--- src/sfed_pkg.sv ---
// ----------------------------------------------------------------------------
// sfed_pkg: shared types and constants of the SYN flood EWMA detector
// Widths, fixed-point sizes, status codes and register indexes.
// ----------------------------------------------------------------------------
package sfed_pkg;

   // counter and fixed-point sizing
   localparam int COUNT_WIDTH   = 24;
   localparam int FRACTION_BITS = 8;

   localparam int WEIGHT_W = 9;    // beta, Q1.8, values above 256 act as 256
   localparam int ALPHA_W  = 12;   // alpha, Q4.8
   localparam int LIMIT_W  = 8;
   localparam int AVG_W    = 32;
   localparam int RUN_W    = 8;
   localparam int TICK_W   = 16;
   localparam int REPORT_COUNT_W = 24;

   localparam int SCALED_W = COUNT_WIDTH + FRACTION_BITS;
   localparam int PROD_W   = WEIGHT_W + ((SCALED_W > AVG_W) ? SCALED_W : AVG_W);
   localparam int SUM_W    = PROD_W + 1;
   localparam int NEXT_W   = SUM_W - 8;
   localparam int GAIN_W   = ALPHA_W + 1;             // 256 + alpha
   localparam int LHS_W    = SCALED_W + 8;
   localparam int RHS_W    = GAIN_W + AVG_W;
   localparam int CMP_W    = (LHS_W > RHS_W) ? LHS_W : RHS_W;

   localparam logic [WEIGHT_W-1:0]    Q8_ONE    = WEIGHT_W'(256);
   localparam logic [AVG_W-1:0]       AVG_RESET = AVG_W'(64'd100 << FRACTION_BITS);
   localparam logic [COUNT_WIDTH-1:0] COUNT_MAX = {COUNT_WIDTH{1'b1}};
   localparam logic [RUN_W-1:0]       RUN_MAX   = {RUN_W{1'b1}};
   localparam logic [TICK_W-1:0]      TICK_MAX  = {TICK_W{1'b1}};

   localparam logic [WEIGHT_W-1:0] BETA_RESET  = WEIGHT_W'(230);
   localparam logic [ALPHA_W-1:0]  ALPHA_RESET = ALPHA_W'(128);
   localparam logic [LIMIT_W-1:0]  LIMIT_RESET = LIMIT_W'(3);

   // result status codes
   localparam logic [1:0] STATUS_PASS  = 2'd0;
   localparam logic [1:0] STATUS_OK    = 2'd1;
   localparam logic [1:0] STATUS_FLOOD = 2'd2;

   // input kinds carried on req_tuser
   localparam logic ACTION_PACKET = 1'b0;
   localparam logic ACTION_TICK   = 1'b1;

   // register indexes
   localparam int CSR_INDEX_W = 2;
   localparam int CSR_DATA_W  = 12;
   localparam logic [CSR_INDEX_W-1:0] CSR_BETA  = 2'd0;
   localparam logic [CSR_INDEX_W-1:0] CSR_ALPHA = 2'd1;
   localparam logic [CSR_INDEX_W-1:0] CSR_LIMIT = 2'd2;

   localparam int RSP_DATA_W = 88;

endpackage

--- src/syn_flood_ewma_detector_unit.sv ---
// ----------------------------------------------------------------------------
// syn_flood_ewma_detector_unit: SYN flood detector with adaptive threshold
// Counts SYN packets per interval; each tick folds the count into an EWMA,
// compares against (1+alpha) times the old average and reports a status.
// ----------------------------------------------------------------------------
//
//  channel | direction | ports                            | payload
//  --------+-----------+----------------------------------+------------------------
//  req     | in        | req_tvalid/tready/tdata/tuser    | tuser: action
//          |           |                                  | tdata: syn_flag [0]
//  rsp     | out       | rsp_tvalid/tready/tdata          | status, interval_count,
//          |           |                                  | smoothed_rate, over_thr,
//          |           |                                  | consecutive, index
//  csr     | in        | csr_valid/ready/index/data       | register writes
//
//  Timing: an input transfer lands in the input register; from there the
//  item is processed against the state and, for a tick, the result register
//  is loaded. One item per cycle is sustained while no tick waits on the
//  rsp side. A packet event never waits on the rsp side.
//  A tick waits in the input register only while the result register holds
//  an untaken result. Reset (synchronous) restores config, state and valid flags.
//  csr_ready is always high.
//
module syn_flood_ewma_detector_unit (
   input  logic        clock,
   input  logic        reset,
   // input stream
   input  logic        req_tvalid,
   output logic        req_tready,
   input  logic [7:0]  req_tdata,    // [0] syn_flag, [7:1] zero
   input  logic        req_tuser,    // [0] action
   // result stream
   output logic        rsp_tvalid,
   input  logic        rsp_tready,
   output logic [sfed_pkg::RSP_DATA_W-1:0] rsp_tdata,
      // [1:0] status, [25:2] interval_count, [57:26] smoothed_rate,
      // [58] over_threshold, [66:59] consecutive_count,
      // [82:67] interval_index, [87:83] zero
   // register writes
   input  logic        csr_valid,
   output logic        csr_ready,
   input  logic [sfed_pkg::CSR_INDEX_W-1:0] csr_index,
   input  logic [sfed_pkg::CSR_DATA_W-1:0]  csr_data
);

   // configuration registers
   logic [sfed_pkg::WEIGHT_W-1:0] beta_ff;
   logic [sfed_pkg::ALPHA_W-1:0]  alpha_ff;
   logic [sfed_pkg::LIMIT_W-1:0]  limit_ff;

   // input register
   logic in_valid_ff;
   logic in_action_ff;
   logic in_syn_ff;

   // detector state
   logic [sfed_pkg::COUNT_WIDTH-1:0] counter_ff, counter_in;
   logic [sfed_pkg::AVG_W-1:0]       avg_ff, avg_in;
   logic [sfed_pkg::RUN_W-1:0]       run_ff, run_in;
   logic [sfed_pkg::TICK_W-1:0]      tick_ff, tick_in;

   // result register
   logic                            out_valid_ff;
   logic [sfed_pkg::RSP_DATA_W-1:0] out_data_ff, out_data_in;

   logic in_take, stage_go, is_tick;

   assign csr_ready = 1'b1;

   always_ff @(posedge clock) begin
      if (reset) begin
         beta_ff  <= sfed_pkg::BETA_RESET;
         alpha_ff <= sfed_pkg::ALPHA_RESET;
         limit_ff <= sfed_pkg::LIMIT_RESET;
      end else if (csr_valid) begin
         unique case (csr_index)
            sfed_pkg::CSR_BETA:  beta_ff  <= csr_data[sfed_pkg::WEIGHT_W-1:0];
            sfed_pkg::CSR_ALPHA: alpha_ff <= csr_data[sfed_pkg::ALPHA_W-1:0];
            sfed_pkg::CSR_LIMIT: limit_ff <= csr_data[sfed_pkg::LIMIT_W-1:0];
            default: ;
         endcase
      end
   end

   // ---- handshake ----
   assign is_tick    = (in_action_ff == sfed_pkg::ACTION_TICK);
   // packets always drain; a tick drains when the result slot frees up
   assign stage_go   = in_valid_ff && (!is_tick || !out_valid_ff || rsp_tready);
   assign req_tready = !in_valid_ff || stage_go;
   assign in_take    = req_tvalid && req_tready;

   always_ff @(posedge clock) begin
      if (reset) begin
         in_valid_ff <= 1'b0;
      end else if (req_tready) begin
         in_valid_ff <= req_tvalid;
      end
   end

   always_ff @(posedge clock) begin
      if (in_take) begin
         in_action_ff <= req_tuser;
         in_syn_ff    <= req_tdata[0];
      end
   end

   // ---- tick arithmetic ----
   logic [sfed_pkg::WEIGHT_W-1:0] beta_eff, beta_inv;
   logic [sfed_pkg::SCALED_W-1:0] scaled_count;
   logic [sfed_pkg::PROD_W-1:0]   prod_old, prod_new;
   logic [sfed_pkg::SUM_W-1:0]    ewma_sum;
   logic [sfed_pkg::NEXT_W-1:0]   ewma_next;
   logic [sfed_pkg::AVG_W-1:0]    ewma_sat;
   logic [sfed_pkg::GAIN_W-1:0]   gain;
   logic [sfed_pkg::CMP_W-1:0]    lhs, rhs;
   logic                          over_thr;
   logic [1:0]                    status;
   logic [sfed_pkg::TICK_W:0]     tick_plus;

   always_comb begin
      // beta above one acts as one
      beta_eff     = (beta_ff > sfed_pkg::Q8_ONE) ? sfed_pkg::Q8_ONE : beta_ff;
      beta_inv     = sfed_pkg::Q8_ONE - beta_eff;
      scaled_count = {counter_ff, {sfed_pkg::FRACTION_BITS{1'b0}}};
      prod_old     = sfed_pkg::PROD_W'(beta_eff) * sfed_pkg::PROD_W'(avg_ff);
      prod_new     = sfed_pkg::PROD_W'(beta_inv) * sfed_pkg::PROD_W'(scaled_count);
      ewma_sum     = sfed_pkg::SUM_W'(prod_old) + sfed_pkg::SUM_W'(prod_new);
      ewma_next    = ewma_sum[sfed_pkg::SUM_W-1:8];
      ewma_sat     = (|ewma_next[sfed_pkg::NEXT_W-1:sfed_pkg::AVG_W]) ?
                     {sfed_pkg::AVG_W{1'b1}} : ewma_next[sfed_pkg::AVG_W-1:0];

      // exact compare: count << (F+8) >= (256 + alpha) * old average
      gain     = sfed_pkg::GAIN_W'(alpha_ff) + sfed_pkg::GAIN_W'(sfed_pkg::Q8_ONE);
      lhs      = sfed_pkg::CMP_W'({scaled_count, 8'd0});
      rhs      = sfed_pkg::CMP_W'(sfed_pkg::CMP_W'(gain) * sfed_pkg::CMP_W'(avg_ff));
      over_thr = (lhs >= rhs);

      if (over_thr) begin
         run_in = (run_ff == sfed_pkg::RUN_MAX) ? run_ff : run_ff + 1'b1;
      end else begin
         run_in = '0;
      end
      tick_in   = (tick_ff == sfed_pkg::TICK_MAX) ? tick_ff : tick_ff + 1'b1;
      tick_plus = {1'b0, tick_in} + 1'b1;

      // warm-up while the tick index plus one is below run_limit
      if (tick_plus < (sfed_pkg::TICK_W+1)'(limit_ff)) begin
         status = sfed_pkg::STATUS_PASS;
      end else if (run_in >= limit_ff) begin
         status = sfed_pkg::STATUS_FLOOD;
      end else begin
         status = sfed_pkg::STATUS_OK;
      end

      avg_in = ewma_sat;
      if (is_tick) begin
         counter_in = '0;
      end else if (in_syn_ff && counter_ff != sfed_pkg::COUNT_MAX) begin
         counter_in = counter_ff + 1'b1;
      end else begin
         counter_in = counter_ff;
      end

      out_data_in = {5'd0, tick_in, run_in, over_thr, ewma_sat,
                     sfed_pkg::REPORT_COUNT_W'(counter_ff), status};
   end

   // ---- state and result registers ----
   always_ff @(posedge clock) begin
      if (reset) begin
         counter_ff <= '0;
         avg_ff     <= sfed_pkg::AVG_RESET;
         run_ff     <= '0;
         tick_ff    <= '0;
      end else if (stage_go) begin
         counter_ff <= counter_in;
         if (is_tick) begin
            avg_ff  <= avg_in;
            run_ff  <= run_in;
            tick_ff <= tick_in;
         end
      end
   end

   always_ff @(posedge clock) begin
      if (reset) begin
         out_valid_ff <= 1'b0;
      end else if (stage_go && is_tick) begin
         out_valid_ff <= 1'b1;
      end else if (rsp_tready) begin
         out_valid_ff <= 1'b0;
      end
   end

   always_ff @(posedge clock) begin
      if (stage_go && is_tick) begin
         out_data_ff <= out_data_in;
      end
   end

   assign rsp_tvalid = out_valid_ff;
   assign rsp_tdata  = out_data_ff;

endmodule

--- config.mk ---
export PLATFORM = sky130hd
export DESIGN_NAME = syn_flood_ewma_detector_unit
export DESIGN_NICKNAME = d
export VERILOG_FILES = /design/src/sfed_pkg.sv /design/src/syn_flood_ewma_detector_unit.sv
export SDC_FILE = /design/constraint.sdc
export NUM_CORES = 2
export LEC_CHECK = 0
export BUFFER_PORTS_ARGS = -buffer_cell sky130_fd_sc_hd__buf_2
export CAP_MARGIN = 20
export CORE_ASPECT_RATIO = 1.75
export CORE_MARGIN = 4
export CORE_UTILIZATION = 45
export DETAILED_ROUTE_END_ITERATION = 16
export PLACE_DENSITY = 0.59
export SLEW_MARGIN = 5
export SYNTH_ARGS = -nofsm -noshare
export SYNTH_HDL_FRONTEND = slang
export SYNTH_SLANG_ARGS = --single-unit
--- constraint.sdc ---
create_clock -name clock -period 11.8 [get_ports clock]
set_clock_uncertainty 0.2 [all_clocks]
set_input_delay 1.18 -clock clock [delete_from_list [all_inputs] [get_ports clock]]
set_output_delay 1.18 -clock clock [all_outputs]
set_load 0.1 [all_outputs]
==> impl_metrics.env <==
export IMPL_holdBufCountCts=0
export IMPL_routed_wl_mm=110.5
export IMPL_critPathMostFrequentCell="fa_1"
export IMPL_seqPwrFrac_pct=18.4
export IMPL_setup_viol=0
export IMPL_netlist_area_mm2=0.03771
export IMPL_required_ns=11.85
export IMPL_whs_ns=0.2904
export IMPL_slew_violations=0
export IMPL_critPathMaxFanout=10
export IMPL_ir_worst_vdd_mv=0.2303
export IMPL_fin_nets=5276
export IMPL_drc=0
export IMPL_cp_slowest_cell="dfxtp_1"
export IMPL_antenna_found_initial=4
export IMPL_finalHoldViolCount=0
export IMPL_cts_root_buf="clkbuf_16"
export IMPL_synth_edf_count=85
export IMPL_hpwl_mm=89.14
export IMPL_hold_path_class="flip-flop to flip-flop"
export IMPL_cp_arrival_ns=11.15
export IMPL_grt_overflow=0
export IMPL_r2r_start="avg_ff[11]"
export IMPL_numCtsBuffers=17
export IMPL_viasPerCell=5.405
export IMPL_drt_iter0_markers=1329
export IMPL_status="completed"
export IMPL_p_int_mw=2.241
export IMPL_reg2regPathDepth=43
export IMPL_fillers=8022
export IMPL_hold_start="beta_ff[4]"
export IMPL_tightest_slew_ns=1.093
export IMPL_ctsLongestPathBuffers=2
export IMPL_synth_area_leader_cell="fa_1"
export IMPL_relSlewSlack_pct=27.04
export IMPL_core_area_mm2=0.08320
export IMPL_start_kind="flip-flop"
export IMPL_multi_input_comb_area_mm2=0.02902
export IMPL_io_pins=119
export IMPL_period_needed_ns=11.11
export IMPL_synthFlopType="dfxtp_1"
export IMPL_ys_seq_area_share_pct=12.66
export IMPL_seqCellArea_mm2=0.004781
export IMPL_clock_latency_ns=0.51
export IMPL_whs_path_depth=2
export IMPL_synth_common_cells="inv_1, nand2_1, fa_1"
export IMPL_firstDrtPassIters=5
export IMPL_synth_cells=4269
export IMPL_whs_endpoint="beta_ff[4]"
export IMPL_synth_avg_cell_area_um2=8.835
export IMPL_start_util_pct=45.33
export IMPL_grtUsageTotal_pct=26.13
export IMPL_drive_gt1_share_pct=7.637
export IMPL_synth_top_area_share_pct=38.64
export IMPL_yosysWarnings=0
export IMPL_fp_dieArea_mm2=0.08869
export IMPL_final_setup_tns_ns=0
export IMPL_synth_area_top_cells="fa_1, ha_1, inv_1"
export IMPL_period_share_pct=94.12
export IMPL_synth_cell_types=92
export IMPL_gp_congestion=0.8945
export IMPL_reg2reg_slack_ns=0.69
export IMPL_p_leak_nw=19.57
export IMPL_rsz0062_at_grt="no"
export IMPL_p_comb_share_pct=68.2
export IMPL_p_clk_share_pct=13.4
export IMPL_power_density_mw_per_mm2=121.2
export IMPL_path_clk_slew_ns=0.09
export IMPL_antenna_left=0
export IMPL_die_y_um=391.0
export IMPL_htree_levels=4
export IMPL_slowest_delay_ns=0.71
export IMPL_drv_cap=0
export IMPL_fmax_mhz=90.04
export IMPL_p_sw_share_pct=54.11
export IMPL_cts_tree="yes"
export IMPL_crit_path_end_kind="flip-flop"
export IMPL_wl_per_cell_um=20.66
export IMPL_place_ws_ns=0.4144
export IMPL_ys_seq_elements=196
export IMPL_critical_path_class="flip-flop to flip-flop"
export IMPL_fin_ws_ns=0.6942
export IMPL_synth_most_common_cell="inv_1"
export IMPL_grt_pass1_wl_mm=175.8
export IMPL_grt_pass1_vias=31284
export IMPL_vias=28905
export IMPL_syn_to_final_growth_pct=6.817
export IMPL_die_w_um=226.8
export IMPL_power_switching_mw=2.642
export IMPL_rows=140
export IMPL_synthArstFlopShare_pct=0
export IMPL_io_buffer_count=105
export IMPL_grt_max_degree=99
export IMPL_cts_sinks=196
export IMPL_r2r_end="rsp_tdata[1]"
## critical path: cells and delay by family, from the launching register on
kind | cells | cell delay [ns]
buffers and inverters | 5 | 0.73
DFF | 1 | 0.71
xor gates and xnor gates | 1 | 0.19
and+or+nand+nor | 15 | 2.36
AOI/OAI and AO/OA | 14 | 3.12
adders and majority gates | 8 | 3.52
## power by group through the flow
stage | logic (mW) | clock network (mW) | registers (mW)
after floorplan | 2.05 | 0 | 1.10
after global placement | 3.33 | 0 | 0.917
after detailed placement | 3.37 | 0 | 0.916
after CTS | 3.38 | 0.666 | 0.900
after global routing | 3.68 | 0.689 | 0.905
final | 3.33 | 0.653 | 0.899
## worst max-delay path by stage
| stage | from | endpoint | slack, ns |
|---|---|---|---|
| 3_3_place_gp | alpha_ff[8] | rsp_tdata[1] | 0.50 |
| 6_report | avg_ff[11] | rsp_tdata[1] | 0.69 |
| 4_1_cts | alpha_ff[8] | rsp_tdata[1] | 0.36 |
| 5_1_grt | alpha_ff[10] | rsp_tdata[1] | 0.03 |
| 3_5_place_dp | alpha_ff[8] | rsp_tdata[1] | 0.41 |
| 2_1_floorplan | alpha_ff[8] | rsp_tdata[1] | 2.05 |
## cell families (layout without fill, tap and decap cells)
family                   count (synthesis)  after routing  share of synthesized area (%)
XOR/XNOR                               138            138                          3.245
adder cells (fa/ha/maj)                979            979                          46.97
buffers and inverters                 1061           1070                          10.77
multiplexers                            15             15                         0.4047
other                                    2              7                        0.01991
AO/OA/AOI/OAI                          406            406                          7.498
AND/OR/NAND/NOR                       1472           1472                          18.44
flip-flops                             196            196                          12.66
## layout make-up
type	count	share of cell area, %
clock buffers	17	1.056
multi-input cells	3016	72.04
repair buffers	224	3.603
flip-flops and latches	196	11.87
diodes	1	0.006212
well taps	1065	3.308
inverters	814	7.597
clock inverters	15	0.5218
## metrics by stage
stage / std cells / cell area, um^2 / total power, mW / utilization (%)
after floorplan: 4273 / 37730 / 3.142 / -
after CTS: 5341 / 40180 / 4.948 / 48.29
final: 5348 / 40290 / 4.882 / 48.42
after detailed placement: 5309 / 39550 / 4.283 / 47.53
after global routing: 5347 / 40280 / 5.278 / 48.42
after global placement: 5308 / 39540 / 4.248 / 47.52
## cell usage in the layout, fill, tap and decap left out, types with 7 or more instances in the layout
| cell | instances |
|---|---|
| a21oi_1 | 125 |
| edfxtp_1 | 85 |
| inv_1 | 812 |
| clkbuf_16 | 17 |
| mux2i_1 | 13 |
| and2_1 | 278 |
| and3_1 | 23 |
| dfxtp_1 | 106 |
| nor2_1 | 151 |
| fa_1 | 728 |
| and4_1 | 9 |
| o21ai_0 | 54 |
| nor3_1 | 33 |
| xnor2_1 | 66 |
| nor2b_1 | 42 |
| o21a_1 | 15 |
| ha_1 | 250 |
| o21bai_1 | 10 |
| a211o_1 | 9 |
| buf_4 | 116 |
| a311oi_1 | 23 |
| nand4_1 | 31 |
| nand2b_1 | 33 |
| a211oi_1 | 11 |
| or3_1 | 18 |
| nor4_1 | 11 |
| a31oi_1 | 14 |
| buf_2 | 105 |
| xor2_1 | 63 |
| nand2_1 | 752 |
| nand3_1 | 48 |
| a21o_1 | 75 |
| nor2b_2 | 7 |
## timing repair
action                     CTS  global route
buffers inserted             0             5
resized for setup            0             9
setup endpoints to repair    0             2
## flip-flops by register name (all words and copies together) (netlist names), 8 cells and up
| register | flops |
|---|---|
| alpha_ff | 12 |
| avg_ff | 32 |
| beta_ff | 9 |
| counter_ff | 24 |
| limit_ff | 8 |
| rsp_tdata | 83 |
| run_ff | 8 |
| tick_ff | 16 |
## metal layers
metal	vias to the layer above	global-route usage [%]	wire [um]
met5	-	0	0
met3	291	2.701	4171
li1	13007	-	-
met4	0	18.55	9898
met2	766	47.33	58570
met1	14841	28.03	37860
Power figures use the tool's default switching activity.
